### config.mk
export PLATFORM = sky130hd
export DESIGN_NAME = gdme_ctrl
export DESIGN_NICKNAME = d
export VERILOG_FILES = /design/src/gdme_pkg.sv /design/src/gdme_ctrl.sv
export SDC_FILE = /design/constraint.sdc
export NUM_CORES = 1
export LEC_CHECK = 0
export BUFFER_PORTS_ARGS = -buffer_cell sky130_fd_sc_hd__buf_2
export CAP_MARGIN = 25
export CELL_PAD_IN_SITES_DETAIL_PLACEMENT = 0
export CELL_PAD_IN_SITES_GLOBAL_PLACEMENT = 2
export CORE_AREA = 2 2 39 41
export CTS_BUF_LIST = sky130_fd_sc_hd__clkbuf_8
export DETAILED_ROUTE_END_ITERATION = 6
export DIE_AREA = 0 0 41 43
export PLACE_DENSITY_LB_ADDON = 0.1
export SETUP_SLACK_MARGIN = 0.4
export SYNTH_ARGS = -nofsm -noshare
export SYNTH_HDL_FRONTEND = slang
export SYNTH_SLANG_ARGS = --single-unit
### constraint.sdc
create_clock -name clk_i -period 1.4 [get_ports clk_i]
set_input_delay 0.28 -clock clk_i [delete_from_list [all_inputs] [get_ports clk_i]]
set_output_delay 0.28 -clock clk_i [all_outputs]
set_load 0.03 [all_outputs]
### src/gdme_pkg.sv
package gdme_pkg;

  // Reset values of the configuration registers.
  localparam logic [11:0] THRESH_RESET     = 12'd30;
  localparam logic [5:0]  START_XY_RESET   = 6'd32;
  localparam logic [1:0]  START_HEAD_RESET = 2'd0;

  typedef enum logic [1:0] {
    CFG_THRESHOLD  = 2'd0,
    CFG_START_X    = 2'd1,
    CFG_START_Y    = 2'd2,
    CFG_START_HEAD = 2'd3
  } cfg_reg_e;

  typedef enum logic [1:0] {
    ACT_ADVANCE = 2'd0,
    ACT_BACK    = 2'd1,
    ACT_HALT    = 2'd2
  } action_e;

  typedef enum logic [1:0] {
    TURN_NONE   = 2'd0,
    TURN_RIGHT  = 2'd1,
    TURN_AROUND = 2'd2,
    TURN_LEFT   = 2'd3
  } turn_e;

  // Headings: north is +y, east is +x.
  typedef enum logic [1:0] {
    DIR_N = 2'd0,
    DIR_E = 2'd1,
    DIR_S = 2'd2,
    DIR_W = 2'd3
  } dir_e;

  typedef enum logic [2:0] {
    ST_CLEAR,
    ST_IDLE,
    ST_MARK,
    ST_FRONT,
    ST_DECIDE,
    ST_POP
  } gdme_state_e;

  typedef struct packed {
    logic clr_en;
    logic load;
    logic mark;
    logic front;
    logic decide;
    logic pop;
    logic report;
  } gdme_cmd_t;

  typedef struct packed {
    logic clr_last;
    logic halted;
    logic pop_needed;
  } gdme_status_t;

endpackage

### src/gdme_ctrl.sv
module gdme_ctrl import gdme_pkg::*; (
  input  logic         clk_i,
  input  logic         rst_ni,
  input  logic         start_i,
  output logic         busy_o,
  input  gdme_status_t status_i,
  output gdme_cmd_t    cmd_o
);

  gdme_state_e state_q, state_d;

  always_ff @(posedge clk_i or negedge rst_ni) begin
    if (!rst_ni) begin
      state_q <= ST_CLEAR;
    end else begin
      state_q <= state_d;
    end
  end

  always_comb begin
    state_d = state_q;
    unique case (state_q)
      ST_CLEAR: begin
        if (status_i.clr_last) begin
          state_d = ST_IDLE;
        end
      end
      ST_IDLE: begin
        if (start_i && !status_i.halted) begin
          state_d = ST_MARK;
        end
      end
      ST_MARK:   state_d = ST_FRONT;
      ST_FRONT:  state_d = ST_DECIDE;
      ST_DECIDE: state_d = status_i.pop_needed ? ST_POP : ST_IDLE;
      ST_POP:    state_d = ST_IDLE;
      default:   state_d = ST_CLEAR;
    endcase
  end

  always_comb begin
    cmd_o  = '0;
    busy_o = 1'b1;
    unique case (state_q)
      ST_CLEAR: cmd_o.clr_en = 1'b1;
      ST_IDLE: begin
        busy_o       = 1'b0;
        cmd_o.load   = start_i && !status_i.halted;
        cmd_o.report = start_i && status_i.halted;
      end
      ST_MARK:   cmd_o.mark   = 1'b1;
      ST_FRONT:  cmd_o.front  = 1'b1;
      ST_DECIDE: cmd_o.decide = 1'b1;
      ST_POP:    cmd_o.pop    = 1'b1;
      default:   busy_o       = 1'b1;
    endcase
  end

endmodule

After elaboration in Yosys (flattened, before gate mapping) --
Cells that the tools add are included. Widths: inputs -> output; s select.
Cells by class: equality and inequality tests 7, muxes and demuxes 12, reductions and logical operators 5
Operators by type and width (number):
- $pmux 3 s6 | 1
- $mux 3 | 3
- $mux 1 | 8
- $eq 3x2->1 const B | 2
- $eq 3x3->1 const B | 2
- $ne 2x2->1 const B | 2
- $eq 3x1->1 const B | 1
- $logic_not 3->1 | 1
- $logic_and 1x1->1 | 2
- $reduce_and 2->1 | 1
- $logic_not 1->1 | 1
Storage, ports and cells: register bits 3, input port bits 6, output and inout port bits 8, logic and storage cells 25

Depth between registers and ports, before layout --
Gate-level depths: netlist (run 1).
word-level depth 4, depth in mapped cells 3

Least setup slack after synthesis (run 1) --
No wires, ideal clock.
kind reg-to-reg, start reg state_q[1], end reg state_q[2], arrival time 1489 ps, required time 1333 ps, setup slack -156 ps, cell stages (with the launch flop) 4, buffers on the path 1, clock period less this slack 1556 ps, cell sequence dfrtp_1 buf_4 nor3b_1 a21o_1
Between the ends: longest elaborated chain between the ends 3, elaborated cells between the ends (all ways) 10, those cells by class eq/ne (7); mux (1); reduce/logical (2)
Ends and longest elaborated chain:
- from (decl) | RTL line gdme_ctrl.sv:10 | gdme_state_e state_q, state_d;
- from (signal assigned) | RTL line gdme_ctrl.sv:16 | state_q <= state_d;
- $eq 3x1->1 / $logic_not 3->1 (equally long branches) | RTL line gdme_ctrl.sv:22 | unique case (state_q)
- $ne 2x2->1 (no source line)
- $reduce_and 2->1 (no source line)
Several ways; a longest one is shown, not always the timed one. A chain may end at the register's enable or synchronous reset.

==> key figures, run 1 <==
Placement
  – IO Port Bufs: 13
  – Gp weighted congestion: 0.731
  – Post-place setup slack: 0.00938 ns
  – HPWL Detailed: 476 um
  – Placed cells: 56

Final layout
  – Share of cells above drive strength 1: 0.681
  – Final cell count without fillers: 63
  – Biggest regs: state_q: 3 flops
  – # nets final: 54
  – Finished Core Util: 0.345
  – P&R area growth vs syn: 122%
  – Max reg flops: 3
  – Ant. Diodes: 0
  – Largest Register: state_q
  – Layout filler cell count: 156

Power
  – Max VDD drop: 0.00114 V
  – Total Power: 1330 uW
  – Power per standard cell area: 2790 nW/um^2
  – Leak: 0.000232 uW

Run status
  – Violated checks: negative setup slack
  – Outcome: finished, violations left

Clock tree
  – H-tree depth: 1
  – Clock Path Buffers: 2
  – Clock Root Buffer: clkbuf_8
  – CTS tree: built
  – TritonCTS Sinks: 3
  – Worst skew pair latency: 0.22 ns
  – CTS buffer count: 3
  – Worst-path clk slew: 0.03 ns

Synthesis
  – Distinct cells, synth: 19
  – Netlist Area Pre-Place: 215 sq um
  – Synthesized area per cell: 8.97 sq um
  – Sequential fraction of the synthesis area: 0.349
  – Synth warnings: 0
  – Post-Syn Nets: 30
  – Mapped Cells: 24
  – Flops & latches, synth: 3

Worst hold path
  – Min-Delay Path Class: in -> reg
  – WHS Path Cells: 2
  – Worst Hold Launch: status_i[0]

Timing
  – Fin. max-slew vios: 0
  – Worst Clk Skew: 0.00346 ns
  – Hold Vio Cnt, Final: 0
  – Period utilisation layout: 1.12
  – # setup viols final: 8
  – Achievable Freq: 0.639 GHz
  – Rel. slew slack: 0.869
  – Setup WS post-layout: -0.165 ns
  – Setup TNS: -0.740 ns
  – RSZ-0062 raised after global routing: true
  – Tmin final: 1.56 ns
  – Slew @ Worst Pin: 0.196 ns

Global routing
  – GRT Total Usage: 0.0885
  – Antenna violations before repair: 0
  – Vias in the first global route: 234
  – Global-route wire length before repair: 979 um
  – Largest net degree at the start of global routing: 10
  – GRT overflow: 0

Routing
  – Routed wire length: 643 um
  – Initial drt markers: 1
  – DR pass1 iterations: 2
  – Avg WL per Cell: 10.2 um
  – Total number of vias: 255
  – Drt drc: 0
  – Antenna Violating Nets Remaining: 0
  – Vias per inst: 4.05

Worst setup path
  – Critical path launch point type: flip-flop
  – Worst Path Max Fanout: 4
  – Critical Path Sink Type: output pin
  – FF-to-FF Start: state_q[0]
  – CP Class: reg -> out
  – Req. time, crit path: 1.12 ns
  – CP arrival: 1.28 ns
  – R2R depth: 3
  – Worst Setup SP: state_q[0]

Run
  – Max cap viols: 0

Floorplanning
  – DIE WIDTH: 41 um
  – Ports: 14
  – Initial core utilization: 0.156
  – Die Area: 1760 sq um
  – Placement Rows: 14
  – Core area: 1380 sq um
  – Die height: 43 um
## critical path, stage by stage (launching register included)
cell and delay [ns]:
dfrtp_1 0.37, or3b_4 0.44, nor2b_4 0.13, buf_6 0.13
## worst paths after layout
check	endpoint	slack, ns
worst max register to register	state_q[0]	0.32
max in group asynchronous	state_q[0]	0.91
worst max-delay path	cmd_o[5]	-0.16
min in group asynchronous	state_q[2]	0.38
worst min register to register	state_q[1]	0.56
worst min-delay path	state_q[2]	0.28
## cells by family after synthesis
kind of cell	count (synthesis)	share of synthesized area
AND/OR/NAND/NOR	16	0.500
flip-flops	3	0.349
AO/OA/AOI/OAI	3	0.0988
buffers and inverters	2	0.0523
## synth_stat cells
master	n	area share
buf_4	1	0.035
or3b_4	1	0.052
a21oi_1	1	0.023
and3b_1	1	0.041
o221ai_1	1	0.041
dfrtp_1	3	0.35
nand4bb_1	1	0.052
a21o_1	1	0.035
or2b_1	1	0.035
nor2b_1	1	0.029
or2_2	1	0.029
nor2_2	1	0.029
inv_1	1	0.017
nand2b_1	2	0.058
and3_1	1	0.029
nor2b_2	1	0.041
nor3b_1	1	0.035
nor2_1	3	0.052
nand2_1	1	0.017
## power breakdown
group | leakage [uW] | switching, uW | internal (uW) | total, uW
logic | 0.000167 | 489 | 434 | 923
clock network | 0.0000269 | 60.3 | 187 | 247
registers | 0.0000383 | 30.1 | 131 | 161
## stage by stage
| stage | instance area, sq um | hold WS, ns |
|---|---|---|
| 2_1_floorplan | 256 | -0.0156 |
| 3_3_place_gp | 360 | 0.0783 |
| 3_5_place_dp | 360 | 0.0785 |
| 4_1_cts | 470 | 0.271 |
| 5_1_grt | 478 | 0.276 |
| 6_report | 478 | 0.275 |
## cell usage in the layout, fill, tap and decap left out, drive strengths merged
| master | n |
|---|---|
| and3 | 1 |
| nor2 | 4 |
| a21o | 1 |
| nand4bb | 1 |
| or2 | 1 |
| dlygate4sd3 | 1 |
| clkbuf | 3 |
| nor2b | 2 |
| nor3b | 1 |
| dfrtp | 3 |
| nand2b | 2 |
| inv | 2 |
| a21oi | 1 |
| buf | 19 |
| nand2 | 1 |
| o221ai | 1 |
| and3b | 1 |
| or2b | 1 |
| or3b | 1 |
## routing by layer
metal | wire length [um] | GRT usage
met1 | 273 | 0.104
met2 | 295 | 0.116
met3 | 74 | 0.0524
met4 | 0 | 0.0600
met5 | 0 | 0
## timing repair
| item | CTS | global route |
|---|---|---|
| hold buffers | 1 | 0 |
| setup buffers | 1 | 1 |
| pin swaps | 2 | 1 |
| endpoints found under the hold margin | 3 | 0 |
| setup endpoints to repair | 10 | 10 |
| gates resized for setup | 16 | 0 |
## layout make-up
cell class / instances / area, sq um / share of cell area
Tap cell: 16 / 20.0 / 0.0419
Multi-Input combinational cell: 19 / 174 / 0.364
Clock inverter: 1 / 3.75 / 0.00785
Inverter: 1 / 3.75 / 0.00785
Clock buffer: 3 / 41.3 / 0.0864
Sequential cell: 3 / 75.1 / 0.157
Timing Repair Buffer: 20 / 160 / 0.335
Note: power is estimated with default switching activity, not from simulation.
==> run 2, diff against run 1 <==
- CTS_BUF_LIST: sky130_fd_sc_hd__clkbuf_8 -> default
==> run 2 against run 1 <==
  * The run still ends with negative setup slack left
  * Sequential share of layout area shrank 1.4 points
  * Count of clock-buffer cells in the layout grew 1
  * Power grew 5.5%
  * Register-to-register slack lost 0.18 ns
  * Critical path type unchanged
  * Cell area grew 9.9%
  * Cell count grew 9.5%
  * Sequential power is essentially flat
  * Die area is the same
  * Critical path depth is the same
  * Via count grew 8.2%
==> key figures, run 2 (same netlist as run 1, synthesis figures left out) <==
Routing
  – Routed wire length: 663 um
  – Vias per inst: 4.00
  – Total number of vias: 276
  – Drt drc: 0
  – Initial drt markers: 0
  – DR pass1 iterations: 1
  – Avg WL per Cell: 9.61 um
  – Antenna Violating Nets Remaining: 0

Global routing
  – GRT Total Usage: 0.0956
  – Largest net degree at the start of global routing: 7
  – GRT overflow: 0
  – Antenna violations before repair: 0
  – Global-route wire length before repair: 1.13 mm
  – Vias in the first global route: 271

Run
  – Max cap viols: 0

Worst setup path
  – RR Endpoint: state_q[0]
  – CP bufs+invs: 1
  – Slowest cell on the critical path: or3b_4
  – R2R depth: 5
  – Critical path launch point type: flip-flop
  – CP Class: reg -> out
  – Peak per-stage delay on the critical path: 0.44 ns
  – Critical Path Sink Type: output pin
  – CP arrival: 1.30 ns
  – Cell Chain, Critical Path: or3b_4 -> nor2b_4 -> buf_6
  – Worst Path Max Fanout: 3
  – Worst Setup SP: state_q[2]
  – FF-to-FF Start: state_q[1]
  – Req. time, crit path: 1.12 ns
  – CP delay by family, top: simple AND/OR/NAND/NOR gates
  – Crit path to: cmd_o[5]
  – WP depth: 3
  – R2R Setup Slk: 0.14 ns

Clock tree
  – TritonCTS Sinks: 3
  – Worst-path clk slew: 0.04 ns
  – H-tree depth: 1
  – CTS buffer count: 3
  – Worst skew pair latency: 0.23 ns
  – Clock Root Buffer: clkbuf_4
  – Clock Path Buffers: 2
  – CTS tree: built

Worst hold path
  – Min-Delay Path Class: in -> reg

Final layout
  – P&R area growth vs syn: 144%
  – Biggest regs: state_q: 3 flops
  – Share of cells above drive strength 1: 0.736
  – Final Instance Area: 526 sq um
  – Most frequent cells in the layout: buf_6, buf_4, buf_2
  – Largest Register: state_q
  – Final cell count without fillers: 69
  – Max reg flops: 3
  – Most common library cell in the layout ignoring fill and taps: buf_6
  – Ant. Diodes: 0
  – # nets final: 60

Placement
  – Gp weighted congestion: 0.731
  – Placed cells: 56
  – IO Port Bufs: 13
  – Placed cell area: 360 sq um
  – HPWL Detailed: 476 um
  – Post-place setup slack: 0.00938 ns

Timing
  – Fin. max-slew vios: 0
  – Worst Clk Skew: 0.000749 ns
  – Period utilisation layout: 1.13
  – Tmin final: 1.58 ns
  – Achievable Freq: 0.633 GHz
  – Slew @ Worst Pin: 0.196 ns
  – RSZ-0062 raised after global routing: true
  – Hold Vio Cnt, Final: 0
  – Setup WS post-layout: -0.179 ns
  – Rel. slew slack: 0.870
  – # setup viols final: 7
  – Final hold slack: 0.259 ns

Floorplanning
  – DIE WIDTH: 41 um
  – Die height: 43 um
  – Placement Rows: 14
  – Die Area: 1760 sq um
  – Core area: 1380 sq um
  – Ports: 14
  – Initial core utilization: 0.156

Power
  – Power per standard cell area: 2670 nW/um^2
  – Leak: 0.000255 uW
  – Max VDD drop: 0.000938 V

Run status
  – Outcome: finished, violations left
  – Violated checks: negative setup slack
run 2: cell types whose count changed in the layout (fill, tap and decap cells not counted), sizes merged:
cell    previous run  this run
buf               19        25
clkbuf             3         4
inv                2         1
run 2: how the worst min path moves through the flow:
stage	slack, ns	from	cells after the start	endpoint
floorplan	-0.02	rst_ni	0	state_q[0]
finish	0.26	status_i[0]	2	state_q[2]
global placement	0.08	rst_ni	1	state_q[2]
CTS	0.26	status_i[0]	2	state_q[2]
global route	0.26	status_i[0]	2	state_q[2]
detailed placement	0.08	rst_ni	1	state_q[2]
run 2: repair_timing:
action | CTS | global route
pin swaps | 3 | 4
resized for setup | 21 | 1
hold buffers | 1 | 0
setup endpoints to repair | 10 | 11
endpoints found under the hold margin | 3 | 0
setup buffers | 6 | 2
run 2: final cells by class:
type                    instances  area (sq um)
clock buffers                   4          26.3
repair buffers                 26           220
flip-flops and latches          3          75.1
multi-input cells              19           178
inverters                       1          6.26
well taps                      16          20.0
fillers                       152           858
run 2: routing by layer:
layer	GRT usage	vias to the layer above	wire length [um]
li1	-	141	-
met1	0.120	125	282
met2	0.141	10	326
met3	0.0524	0	53
met4	0.0200	0	0
met5	0	-	0
run 2: power breakdown:
part,internal (uW),switching (uW)
Combinational,565,528
Clock,107,43.1
Sequential,130,30.9
run 2: metrics by stage:
stage,TNS [ns],util,total power (uW)
3_5_place_dp,0,0.260,933
4_1_cts,-1.01,0.366,1370
2_1_floorplan,-0.0899,-,728
6_report,-0.935,0.380,1400
5_1_grt,-1.35,0.380,1510
3_3_place_gp,0,0.260,925
